[config.mk]
export PLATFORM = sky130hd
export DESIGN_NAME = smf_track_event_parser
export DESIGN_NICKNAME = d
export VERILOG_FILES = /design/src/rtl/core/smf_tep_pkg.sv /design/src/rtl/core/smf_track_event_parser.sv
export SDC_FILE = /design/constraint.sdc
export NUM_CORES = 1
export LEC_CHECK = 0
export ABC_AREA = 0
export BUFFER_PORTS_ARGS = -buffer_cell sky130_fd_sc_hd__buf_4
export CAP_MARGIN = 0
export CORE_MARGIN = 3
export CORE_UTILIZATION = 45
export DETAILED_ROUTE_END_ITERATION = 8
export PLACE_DENSITY = 0.61
export SLEW_MARGIN = 20
export SYNTH_ARGS = -nofsm -noshare
export SYNTH_HDL_FRONTEND = slang
export SYNTH_SLANG_ARGS = --single-unit
export TNS_END_PERCENT = 30
[constraint.sdc]
create_clock -name clk -period 5.14 [get_ports clk]
set_input_delay 0.514 -clock clk [delete_from_list [all_inputs] [get_ports clk]]
set_output_delay 0.514 -clock clk [all_outputs]
set_load 0.02 [all_outputs]
[src/rtl/core/smf_tep_pkg.sv]
`timescale 1ns / 1ps
`default_nettype none
// ----------------------------------------------------------------------------
// smf_tep_pkg
// Types and codes shared by the track event parser and its users.
// ----------------------------------------------------------------------------
package smf_tep_pkg;

  localparam int unsigned LenWidth = 28;

  typedef enum logic [1:0] {
    KIND_CHANNEL  = 2'd0,
    KIND_META     = 2'd1,
    KIND_SYSEX_F0 = 2'd2,
    KIND_SYSEX_F7 = 2'd3
  } event_kind_t;

  typedef enum logic [2:0] {
    ERR_NONE       = 3'd0,
    ERR_SHORT_BUF  = 3'd1,
    ERR_BAD_STATUS = 3'd2,
    ERR_LONG_LEN   = 3'd3,
    ERR_OVERRUN    = 3'd4
  } error_code_t;

  typedef struct packed {
    logic [7:0]  data_byte;
    logic [15:0] bytes_left;
  } in_item_t;

  typedef struct packed {
    logic                event_done;
    logic [1:0]          event_kind;
    logic [7:0]          status_value;
    logic [7:0]          first_data;
    logic [7:0]          second_data;
    logic [7:0]          payload_value;
    logic                payload_valid;
    logic [LenWidth-1:0] payload_length;
    logic                used_running;
    logic [2:0]          error_code;
  } out_item_t;

endpackage
`default_nettype wire

[src/rtl/core/smf_track_event_parser.sv]
`timescale 1ns / 1ps
`default_nettype none
// ----------------------------------------------------------------------------
// smf_track_event_parser
// Standard MIDI file track event parser that takes one byte per transaction.
// ----------------------------------------------------------------------------
// Each input transaction carries one event byte and the count of bytes left in
// its buffer, and yields exactly one result transaction in the next cycle. The
// next-phase logic is combinational, so a byte can be taken every clock unless a
// result waits; the result register frees itself whenever out_ready is high.
module smf_track_event_parser
  import smf_tep_pkg::*;
(
  input  wire logic      clk,
  input  wire logic      rst_n,
  input  wire logic      in_valid,
  output logic           in_ready,
  input  wire in_item_t  in_data,
  output logic           out_valid,
  input  wire logic      out_ready,
  output out_item_t      out_data
);

  typedef enum logic [2:0] {
    PH_IDLE      = 3'd0,
    PH_FIRST     = 3'd1,
    PH_SECOND    = 3'd2,
    PH_SECOND_RS = 3'd3,
    PH_META_TYPE = 3'd4,
    PH_LEN       = 3'd5,
    PH_PAYLOAD   = 3'd6
  } phase_t;

  localparam logic [3:0] NibbleProgChange = 4'hC;
  localparam logic [3:0] NibbleChanPress  = 4'hD;
  localparam logic [7:0] StatusMeta       = 8'hFF;
  localparam logic [7:0] StatusSysexF0    = 8'hF0;
  localparam logic [7:0] StatusSysexF7    = 8'hF7;
  localparam logic [15:0] MinLeft         = 16'd3;

  phase_t              phase_r, phase_nxt;
  logic [7:0]          running_r, running_nxt;
  logic [7:0]          cur_status_r, cur_status_nxt;
  logic [7:0]          held_first_r, held_first_nxt;
  logic [LenWidth-1:0] len_acc_r, len_acc_nxt;
  logic [2:0]          len_cnt_r, len_cnt_nxt;
  logic [LenWidth-1:0] remain_r, remain_nxt;
  logic                out_valid_r;
  out_item_t           out_data_r, out_data_nxt;

  logic                in_fire;
  logic [7:0]          b;
  logic [15:0]         left;
  logic                done;
  error_code_t         err;
  logic [7:0]          second;
  logic [7:0]          pval;
  logic                pvalid;
  logic                used;
  event_kind_t         kind;

  function automatic logic is_three_byte(input logic [7:0] status);
    is_three_byte = !((status[7:4] == NibbleProgChange) ||
                      (status[7:4] == NibbleChanPress));
  endfunction

  function automatic event_kind_t kind_of(input logic [7:0] status);
    if (status == StatusMeta) begin
      kind_of = KIND_META;
    end else if (status == StatusSysexF0) begin
      kind_of = KIND_SYSEX_F0;
    end else if (status == StatusSysexF7) begin
      kind_of = KIND_SYSEX_F7;
    end else begin
      kind_of = KIND_CHANNEL;
    end
  endfunction

  assign in_ready  = !out_valid_r || out_ready;
  assign in_fire   = in_valid && in_ready;
  assign out_valid = out_valid_r;
  assign out_data  = out_data_r;
  assign b         = in_data.data_byte;
  assign left      = in_data.bytes_left;

  always_comb begin
    phase_nxt      = phase_r;
    running_nxt    = running_r;
    cur_status_nxt = cur_status_r;
    held_first_nxt = held_first_r;
    len_acc_nxt    = len_acc_r;
    len_cnt_nxt    = len_cnt_r;
    remain_nxt     = remain_r;
    done           = 1'b0;
    err            = ERR_NONE;
    second         = 8'd0;
    pval           = 8'd0;
    pvalid         = 1'b0;
    used           = 1'b0;

    case (phase_r)
      PH_FIRST: begin
        held_first_nxt = b;
        if (is_three_byte(cur_status_r)) begin
          phase_nxt = PH_SECOND;
        end else begin
          done      = 1'b1;
          phase_nxt = PH_IDLE;
        end
      end
      PH_SECOND, PH_SECOND_RS: begin
        used      = (phase_r == PH_SECOND_RS);
        second    = b;
        done      = 1'b1;
        phase_nxt = PH_IDLE;
      end
      PH_META_TYPE: begin
        held_first_nxt = b;
        phase_nxt      = PH_LEN;
      end
      PH_LEN: begin
        len_acc_nxt = {len_acc_r[LenWidth-8:0], b[6:0]};
        len_cnt_nxt = len_cnt_r + 3'd1;
        if (b[7]) begin
          if (len_cnt_nxt[2]) begin
            err = ERR_LONG_LEN;
          end else if (left <= 16'd1) begin
            err = ERR_OVERRUN;
          end
        end else if (len_acc_nxt >= {{(LenWidth-16){1'b0}}, left}) begin
          err = ERR_OVERRUN;
        end else if (len_acc_nxt == '0) begin
          done      = 1'b1;
          phase_nxt = PH_IDLE;
        end else begin
          remain_nxt = len_acc_nxt;
          phase_nxt  = PH_PAYLOAD;
        end
      end
      PH_PAYLOAD: begin
        pvalid     = 1'b1;
        pval       = b;
        remain_nxt = remain_r - LenWidth'(1);
        if (remain_nxt == '0) begin
          done      = 1'b1;
          phase_nxt = PH_IDLE;
        end
      end
      default: begin
        phase_nxt = PH_IDLE;
        if (left < MinLeft) begin
          err = ERR_SHORT_BUF;
        end else begin
          held_first_nxt = 8'd0;
          len_acc_nxt    = '0;
          len_cnt_nxt    = 3'd0;
          remain_nxt     = '0;
          if (!b[7]) begin
            cur_status_nxt = running_r;
            if (running_r == 8'd0) begin
              err = ERR_BAD_STATUS;
            end else begin
              used           = 1'b1;
              held_first_nxt = b;
              if (is_three_byte(running_r)) begin
                phase_nxt = PH_SECOND_RS;
              end else begin
                done = 1'b1;
              end
            end
          end else if (b < StatusSysexF0) begin
            running_nxt    = b;
            cur_status_nxt = b;
            phase_nxt      = PH_FIRST;
          end else begin
            running_nxt    = 8'd0;
            cur_status_nxt = b;
            if (b == StatusMeta) begin
              phase_nxt = PH_META_TYPE;
            end else if ((b == StatusSysexF0) || (b == StatusSysexF7)) begin
              phase_nxt = PH_LEN;
            end else begin
              err = ERR_BAD_STATUS;
            end
          end
        end
      end
    endcase

    if (err != ERR_NONE) begin
      done      = 1'b1;
      phase_nxt = PH_IDLE;
    end

    kind = (err == ERR_SHORT_BUF) ? KIND_CHANNEL : kind_of(cur_status_nxt);

    out_data_nxt.event_done     = done;
    out_data_nxt.event_kind     = kind;
    out_data_nxt.status_value   = (err == ERR_SHORT_BUF) ? b : cur_status_nxt;
    out_data_nxt.first_data     = (err == ERR_SHORT_BUF) ? 8'd0 : held_first_nxt;
    out_data_nxt.second_data    = second;
    out_data_nxt.payload_value  = pval;
    out_data_nxt.payload_valid  = pvalid;
    out_data_nxt.payload_length = (kind != KIND_CHANNEL) ? len_acc_nxt : '0;
    out_data_nxt.used_running   = used;
    out_data_nxt.error_code     = err;
  end

  always_ff @(posedge clk) begin
    if (!rst_n) begin
      phase_r      <= PH_IDLE;
      running_r    <= 8'd0;
      cur_status_r <= 8'd0;
      held_first_r <= 8'd0;
      len_acc_r    <= '0;
      len_cnt_r    <= 3'd0;
      remain_r     <= '0;
      out_valid_r  <= 1'b0;
    end else begin
      if (in_fire) begin
        phase_r      <= phase_nxt;
        running_r    <= running_nxt;
        cur_status_r <= cur_status_nxt;
        held_first_r <= held_first_nxt;
        len_acc_r    <= len_acc_nxt;
        len_cnt_r    <= len_cnt_nxt;
        remain_r     <= remain_nxt;
        out_valid_r  <= 1'b1;
      end else if (out_ready) begin
        out_valid_r  <= 1'b0;
      end
    end
  end

  always_ff @(posedge clk) begin
    if (in_fire) begin
      out_data_r <= out_data_nxt;
    end
  end

  a_err_ends_event: assert property (@(posedge clk) disable iff (!rst_n)
    out_valid_r && (out_data_r.error_code != ERR_NONE) |-> out_data_r.event_done)
    else $error("error result without event completion");

  a_payload_not_channel: assert property (@(posedge clk) disable iff (!rst_n)
    out_valid_r && out_data_r.payload_valid |->
      (out_data_r.event_kind != KIND_CHANNEL) && (out_data_r.error_code == ERR_NONE))
    else $error("payload byte reported for a channel event or with an error");

  a_short_buffer: assert property (@(posedge clk) disable iff (!rst_n)
    in_fire && (phase_r == PH_IDLE) && (left < MinLeft) |=>
      out_valid_r && (out_data_r.error_code == ERR_SHORT_BUF) && (phase_r == PH_IDLE))
    else $error("short buffer at event start not flagged");

  a_second_ends_event: assert property (@(posedge clk) disable iff (!rst_n)
    out_valid_r && (out_data_r.second_data != 8'd0) |-> out_data_r.event_done)
    else $error("second data byte reported before event completion");

endmodule
`default_nettype wire
# [Word level (Yosys, flattened, before mapping)]
# Index checks and enable logic that the tools add are counted.
[totals] register_bits=155 in_bits=28 out_inout_bits=70 elab_cells=140
[classes] n_addsub=2 order_cmp=4 eq_ne=25 n_mux=64 bitwise=4 n_reduce_logical=23
[op_table] cell="28-bit two-way mux" count=5
[op_table] cell="28-bit one-hot mux with 3 select lines" count=1
[op_table] cell="28-bit logical NOT" count=2
[op_table] cell="28-bit one-hot mux with 2 select lines" count=1
[op_table] cell="3-bit two-way mux" count=17
[op_table] cell="8-bit == test, second input constant" count=6
[op_table] cell="8-bit two-way mux" count=6
[op_table] cell="28-bit by 16-bit greater-or-equal comparator with 1-bit output" count=1
[op_table] cell="28-bit by 1-bit subtractor with 28-bit output, second input constant" count=1
[op_table] cell="2-bit two-way mux" count=11
[op_table] cell="4-bit == test, second input constant" count=4
[op_table] cell="16-bit by 1-bit <= comparator with 1-bit output, second input constant" count=1
[op_table] cell="16-bit by 2-bit < comparator with 1-bit output, second input constant" count=1
[op_table] cell="8-bit one-hot mux with 2 select lines" count=1
[op_table] cell="1-bit two-way mux" count=15
[op_table] cell="3-bit one-hot mux with 5 select lines" count=1
[op_table] cell="7-bit two-way mux" count=2
[op_table] cell="3-bit one-hot mux with 2 select lines" count=2
[op_table] cell="4-bit OR reduction" count=3
[op_table] cell="3-bit == test, second input constant" count=3
[op_table] cell="3-bit inequality test, second input constant" count=3
[op_table] cell="8-bit logical NOT" count=1
[op_table] cell="8-bit < comparator, second input constant" count=1
[op_table] cell="4-bit AND reduction" count=2
[op_table] cell="other kinds (19)" count=31

# [Longest topological paths before layout]
# Gate-level depths: netlist of run 1.
[logic_depth] word_depth=11 mapped_depth=12 ltp_nobuf=10

# [Least setup slack after synthesis of run 1]
# Ideal clock, no wire load.
[synth_timing] path_kind="in2reg" startpoint="in out_ready" endpoint="reg running_r[4]" setup_time_ns=0.132 arrival_ns=3.943 t_required_ns=5.008 path_slack_ns=1.064 stages=7 n_path_buf=1 path_cell_list="nand2b_1 nand2_1 inv_1 clkbuf_1 nand3_1 nand2_1 a21oi_1"
[synth_between] elab_chain_len=3
[synth_rtl] item="start, declared" line="smf_track_event_parser.sv:20" source="input wire logic out_ready,"
[synth_rtl] item="1-bit logical OR" line="smf_track_event_parser.sv:79" source="assign in_ready = !out_valid_r || out_ready;"
[synth_rtl] item="1-bit logical AND" line="smf_track_event_parser.sv:80" source="assign in_fire = in_valid && in_ready;"
[synth_rtl] item="net in_fire" line="smf_track_event_parser.sv:51" source="logic in_fire;"
[synth_rtl] item="4-bit AND reduction (no source line)"
[synth_rtl] item="end signal, assigned" line="smf_track_event_parser.sv:222" source="running_r <= running_nxt;"
[synth_rtl] item="end, declared" line="smf_track_event_parser.sv:42" source="logic [7:0] running_r, running_nxt;"
# The timed path passes the listed nets, and every way through them passes these cells.
# A chain may end at the register's enable or synchronous reset.

# [Worst setup path in the final report of run 1]
[layout_timing] startpoint="reg phase_r[1]" endpoint="reg out_data_r (netlist bit out_data[18]), data pin"
[layout_between] elab_chain_len=9 elab_cells_between_ends=20 cone_classes="eq/ne (10); mux (7); reduce/logical (3)"
[layout_rtl] item="start, declared" line="smf_track_event_parser.sv:41" source="phase_t phase_r, phase_nxt;"
[layout_rtl] item="start signal, assigned" line="smf_track_event_parser.sv:221" source="phase_r <= phase_nxt;"
[layout_rtl] item="3-bit by 2-bit == test with 1-bit output (tied with other cells)" line="smf_track_event_parser.sv:101" source="case (phase_r)"
[layout_rtl] item="6-bit OR reduction (no source line)"
[layout_rtl] item="8-bit two-way mux" line="smf_track_event_parser.sv:101"
[layout_rtl] item="8-bit == test" line="smf_track_event_parser.sv:72" source="end else if (status == StatusSysexF7) begin"
[layout_rtl] item="2-bit two-way mux" line="smf_track_event_parser.sv:72"
[layout_rtl] item="2-bit two-way mux" line="smf_track_event_parser.sv:70" source="end else if (status == StatusSysexF0) begin"
[layout_rtl] item="2-bit two-way mux" line="smf_track_event_parser.sv:68" source="if (status == StatusMeta) begin"
[layout_rtl] item="2-bit two-way mux" line="smf_track_event_parser.sv:195" source="kind = (err == ERR_SHORT_BUF) ? KIND_CHANNEL : kind_of(cur_status_nxt);"
[layout_rtl] item="2-bit nonzero test" line="smf_track_event_parser.sv:204" source="out_data_nxt.payload_length = (kind != KIND_CHANNEL) ? len_acc_nxt : '0;"
[layout_rtl] item="end signal, assigned" line="smf_track_event_parser.sv:237" source="out_data_r <= out_data_nxt;"
[layout_rtl] item="end, declared" line="smf_track_event_parser.sv:49" source="out_item_t out_data_r, out_data_nxt;"
# Parallel ways exist; a longest one is shown, timed or not.

==> results of run 1 <==
## per-layer routing
metal | wire (um) | part of all wire, % | vias up | track usage, %
met5 | 0 | 0 | - | 0
met3 | 1280 | 5.7 | 39 | 4.14
met2 | 10000 | 45 | 221 | 34.9
li1 | - | - | 3429 | -
met4 | 497 | 2.2 | 0 | 6.80
met1 | 10600 | 47 | 3327 | 33.6
## worst max-delay path by stage
stage          slack, ns  cells after the start            to        start
2_1_floorplan       1.06                      7  running_r[4]    out_ready
3_3_place_gp        1.57                     11  remain_r[13]  in_data[18]
3_5_place_dp        1.50                     11  remain_r[15]  in_data[18]
4_1_cts             1.57                      9  out_data[18]   phase_r[1]
5_1_grt             1.29                      9  out_data[17]   phase_r[1]
6_report            1.58                      9  out_data[18]   phase_r[1]
## state kept, by name, indices dropped and copies added (netlist names)
register and count:
cur_status_r 8, len_acc_r 28, out_valid 1, len_cnt_r 3, running_r 8, phase_r 3
out_data 68, remain_r 28, held_first_r 8
## through the flow
step,worst slack [ns],std cells
after floorplan,1.06,913
after global placement,1.57,1185
after detailed placement,1.50,1185
after CTS,1.57,1217
after global routing,1.29,1217
final,1.58,1217
## kinds of logic (layout without fill, tap and decap cells)
family                   count (synthesis)  count (layout)  synth area share, %
AO/OA/AOI/OAI                          244             244                 19.0
XOR/XNOR                                10              10                 1.10
adder cells (fa/ha/maj)                 19              19                 2.98
buffers and inverters                   88             167                 4.32
flip-flops                             155             155                 47.5
multiplexers                            20              20                 2.56
AND/OR/NAND/NOR                        377             377                 22.6
## layout by cell type, fill, tap and decap left out, types with 11 or more instances in the layout
master | Yosys | final
clkbuf_16 | 0 | 17
o211ai_1 | 12 | 12
inv_1 | 26 | 25
nand3_1 | 18 | 18
dfxtp_1 | 87 | 87
and2_1 | 25 | 25
nor4_1 | 17 | 17
nand4_1 | 12 | 12
o31ai_1 | 13 | 13
nor3_1 | 11 | 11
a22oi_1 | 20 | 20
buf_4 | 1 | 107
nor2_1 | 124 | 123
ha_1 | 19 | 19
o21ai_0 | 48 | 48
nand2_1 | 125 | 125
edfxtp_1 | 68 | 68
mux2i_1 | 17 | 17
a21oi_1 | 90 | 90
## layout make-up
class / count / area share (%)
Inverter: 28 / 1.13
Sequential cell: 155 / 40.3
Timing Repair Buffer: 107 / 8.55
Clock buffer: 21 / 4.90
Tap cell: 225 / 3.00
Clock inverter: 11 / 1.16
Multi-Input combinational cell: 670 / 41.0
## power groups by stage
stage,Sequential (mW),Clock [mW],Combinational (mW)
after floorplan,1.45,0,0.292
after global placement,1.41,0,0.498
after detailed placement,1.41,0,0.502
after CTS,1.38,1.24,0.504
after global routing,1.39,1.30,0.552
final,1.38,1.22,0.506
## critical path, delay by kind of cell, from the launching register on
family	cells	cell delay, ns
flip-flops	1	0.52
buffers and inverters	1	0.32
multiplexers	1	0.41
AND/OR/NAND/NOR	3	0.59
AO/OA/AOI/OAI	4	1.44
==> flow_summary.ini, run 1 <==
[sta]
fmax_ghz = 0.281
drv_slew = 0
clock_skew_ns = 0.00754
period_share_pct = 69.3
fin_crit_ns = 3.56
setup_tns_ns = 0
hold_slack_ns = 0.328
setup_viol = 0
worst_slew_pin_slew_ns = 0.823
finalHoldViolCount = 0
grt_setup_unrepaired = no
slew-limit-headroom_pct = 45.1

[floorplan]
rows = 48
ios = 98
core-area_um2 = 17300
die_area_um2 = 19300
fp.dieW_um = 139
initial_utilization_pct = 46.1
die_height_um = 139

[clock_tree]
clk_pin_slew_ns = 0.06
cts.path.max_buffers = 2
cts_buffers = 17
cts_setup_buffers = 0
root_buffer = clkbuf_16
cts_max_level = 4
clkLatencyLatePin_ns = 0.43
cts_sinks = 155
tritoncts = done
cts_resized = 0
cts_hold_buffers = 0

[pwr]
sw_frac_of_total_pct = 28.4
power.internal_mw = 2.22
p_switching_uw = 883
power_frac_clock_pct = 39.3
vdd_drop_max_mv = 0.227
power.leakage_nw = 3.70
power_mw = 3.11
comb_power_share_pct = 16.3
power_density_nw_per_um2 = 331
seq_power_share_pct = 44.4

[global_route]
antenna_found_initial = 0
grt_max_degree = 60
grt_pass1_wl_um = 36000
grt_use_total_pct = 23.0
first_global_vias = 6403
grt_overflow = 0

[run_status]
status = completed

[place]
port_buffers = 97
post_dp_cell_area_um2 = 8820
hpwlAfterDp_um = 15100
place.gp.congestion = 0.872

[min_path]
hold_class = input port to register
worst_hold_path.endpoint = out_valid
worstHoldStart = in_valid
whs_path_depth = 3

[yosys]
netlist.area_leader.share_pct = 25.6
ys_ff_latch = 155
synthFlopType = dfxtp_1
syn_avg_cell_area_um2 = 8.73
mappedNetlistNets = 960
synth_common_cells = 125 x nand2_1, 124 x nor2_1, 90 x a21oi_1
synth_area_um2 = 7970
synth.distinct_cells = 62
synthesis.instances = 913
synthMostInstantiatedCell = nand2_1
seq_area_frac_synth_pct = 47.5
synthArstFlopShare_pct = 0
yosysWarnings = 0
yosys.area.top_type = edfxtp_1
synth.area.top_cells = edfxtp_1 26%, dfxtp_1 22%, nand2_1 5.9%
synth_edf_count = 68

[worst_setup_path]
r2r_slack_ns = 1.58
cp_max_fo = 22
max_stage_delay_ns = 0.63
rr_startpoint = phase_r[1]
path_class = register to register
r2r_end = out_data[18]
arrival_ns = 3.73
crit_slowest_cell = a21o_1
crit_required_ns = 5.31
reg2reg_depth = 9
path_cells = or2_1, o21a_1, a21oi_2, mux2i_1, nor4_1, nand2_1, a21o_1, buf_4, a21oi_1
end_kind = register
start_kind = register

[cells_and_area]
utilization_pct = 54.3
multi_input_area_um2 = 3850
fillers = 1621
areaGrowthSynthToFinish_pct = 17.9
fin_area_um2 = 9390
antenna_cells = 0
nets = 1026
drive_gt1_share_pct = 16.3
final-seq-area_um2 = 3780

[detailed_routing]
firstDrtPassIters = 5
wirelength_um = 22400
drc = 0
routedWlPerCell_um = 18.4
drt-initial-drc-count = 622
vias = 7016
drtAntennaViolNets = 0
viasPerCell = 5.76

[run]
drv_cap = 0
(Power assumes the default switching activity.)
==> run 2, diff against run 1 <==
==> constraint.sdc (replaced) <==
create_clock -name clk -period 3.5 [get_ports clk]
set_input_delay 0.35 -clock clk [delete_from_list [all_inputs] [get_ports clk]]
set_output_delay 0.35 -clock clk [all_outputs]
set_load 0.02 [all_outputs]
==> run 2 against run 1 <==
Compared with the run above:
- sequential share of layout area shrank 0.57 points
- die area is the same
- cell count grew 1.2%
- largest power group unchanged
- non-clock buffer count rose by 15
- setup slack got worse by 1.0 ns
- highest routed layer unchanged
- first-iteration DRC count is 2.4% lower
==> flow_summary.ini, run 2 (synthesis results as in run 1) <==
[run_status]
status = completed

[floorplan]
die_height_um = 139
core-area_um2 = 17300
fp.dieW_um = 139
ios = 98
rows = 48
initial_utilization_pct = 46.1
die_area_um2 = 19300

[worst_setup_path]
path_cells = nor4_1, nand4_1, o41ai_1, nand4_1, or4b_4, o2bb2ai_2, a21oi_2, o32ai_1
arrival_ns = 3.22
r2r_slack_ns = 0.56
start_kind = register
max_stage_delay_ns = 0.58
end_kind = register
critical_path.most_common_cell = nand4_1
crit_slowest_cell = nor4_1
cp_max_fo = 8
path_class = register to register
crit_required_ns = 3.77

[detailed_routing]
vias = 7118
drt-initial-drc-count = 607
firstDrtPassIters = 6
routedWlPerCell_um = 17.9
drtAntennaViolNets = 0
met3WireLength_um = 1310
route.met2.wl_um = 10100
wl_met1_um = 10300
routed.top_layer = met4
viasPerCell = 5.78
wirelength_um = 22100
drc = 0

[sta]
grt_setup_unrepaired = no
period_share_pct = 84.1
drv_slew = 0
worst_slew_pin_slew_ns = 0.993
finalHoldViolCount = 0
clock_skew_ns = 0.00789
fmax_ghz = 0.340
setup_tns_ns = 0
fin_crit_ns = 2.94
setup_viol = 0
slew-limit-headroom_pct = 33.7

[global_route]
grt_max_degree = 52
antenna_found_initial = 0
grt_overflow = 0
first_global_vias = 6679
grt_pass1_wl_um = 35900
grt_use_total_pct = 22.9

[cells_and_area]
utilization_pct = 55.1
layout_common_cells = 125 x nand2_1, 123 x nor2_1, 121 x buf_4
nets = 1041
fillers = 1640
antenna_cells = 0
largest_register_ff_count = 68
areaGrowthSynthToFinish_pct = 19.6
final_common_cell = nand2_1
drive_gt1_share_pct = 17.9

[min_path]
hold_class = input port to register

[pwr]
power_density_nw_per_um2 = 481
vdd_drop_max_mv = 0.414
comb_power_share_pct = 16.9
power_frac_clock_pct = 39.1
seq_power_share_pct = 44.0
sw_frac_of_total_pct = 29.2
power.internal_mw = 3.24
p_switching_mw = 1.34
power.leakage_nw = 3.78

[place]
port_buffers = 97
hpwlAfterDp_um = 15200
place.gp.congestion = 0.899

[clock_tree]
cts_sinks = 155
cts.path.max_buffers = 2
cts_resized = 0
cts_setup_buffers = 0
cts_buffers = 17
clkLatencyLatePin_ns = 0.42
clk_pin_slew_ns = 0.07
cts_hold_buffers = 0
root_buffer = clkbuf_16
tritoncts = done
cts_max_level = 4

[run]
drv_cap = 0
==> run 2: cell types whose count changed in the layout (fill, tap and decap cells not counted) <==
| cell | delta |
|---|---|
| clkbuf_1 | -2 |
| inv_8 | +2 |
| bufinv_16 | -1 |
| clkinv_1 | -1 |
| buf_4 | +14 |
| buf_12 | +1 |
| inv_6 | +1 |
| clkbuf_16 | +1 |
| clkinvlp_4 | +2 |
| clkbuf_8 | -2 |
| clkinv_8 | +1 |
| clkinv_4 | -1 |
==> run 2: path summary, 6_finish.rpt <==
kind | from | to | depth (start not counted)
max | remain_r[10] | phase_r[2] | 8
min | in_valid | out_valid | 3
max reg2reg | remain_r[10] | phase_r[2] | 8
min reg2reg | cur_status_r[3] | cur_status_r[3] | 2
==> run 2: cell type report <==
type / instances / area [um2] / area share (%)
multi-input cells: 670 / 3850 / 40.4
flip-flops and latches: 155 / 3780 / 39.7
repair buffers: 122 / 928 / 9.74
clock buffers: 18 / 450 / 4.73
well taps: 225 / 282 / 2.95
clock inverters: 14 / 129 / 1.35
inverters: 28 / 106 / 1.12
==> run 2: metal layers <==
metal,vias to the layer above,GRT usage (%)
li1,3469,-
met1,3361,33.2
met2,260,35.2
met3,28,3.79
met4,0,7.11
met5,-,0
==> run 2: stage by stage <==
| step | hold WS, ns | area [um2] | power [mW] | setup WS, ns | std cells |
|---|---|---|---|---|---|
| after global routing | 0.187 | 9530 | 4.78 | 0.419 | 1232 |
| final | 0.173 | 9530 | 4.58 | 0.557 | 1232 |
| after global placement | 0.449 | 8950 | 2.82 | 0.642 | 1200 |
| after detailed placement | 0.454 | 8950 | 2.83 | 0.637 | 1200 |
| after floorplan | 0.436 | 7970 | 2.55 | 0.833 | 913 |
| after CTS | 0.160 | 9530 | 4.62 | 0.626 | 1232 |
==> run 2: critical path: cells and delay by family, from the launching register on <==
kind | cells | cell delay (ns)
AND/OR/NAND/NOR | 4 | 1.63
AO/OA/AOI/OAI | 4 | 0.79
flip-flops | 1 | 0.38
==> run 2: power groups by stage <==
stage          logic (mW)  registers [mW]  clock network, mW
2_1_floorplan       0.429            2.12                  0
3_3_place_gp        0.768            2.06                  0
3_5_place_dp        0.769            2.06                  0
4_1_cts             0.773            2.02               1.83
5_1_grt             0.849            2.03               1.91
6_report            0.774            2.02               1.79
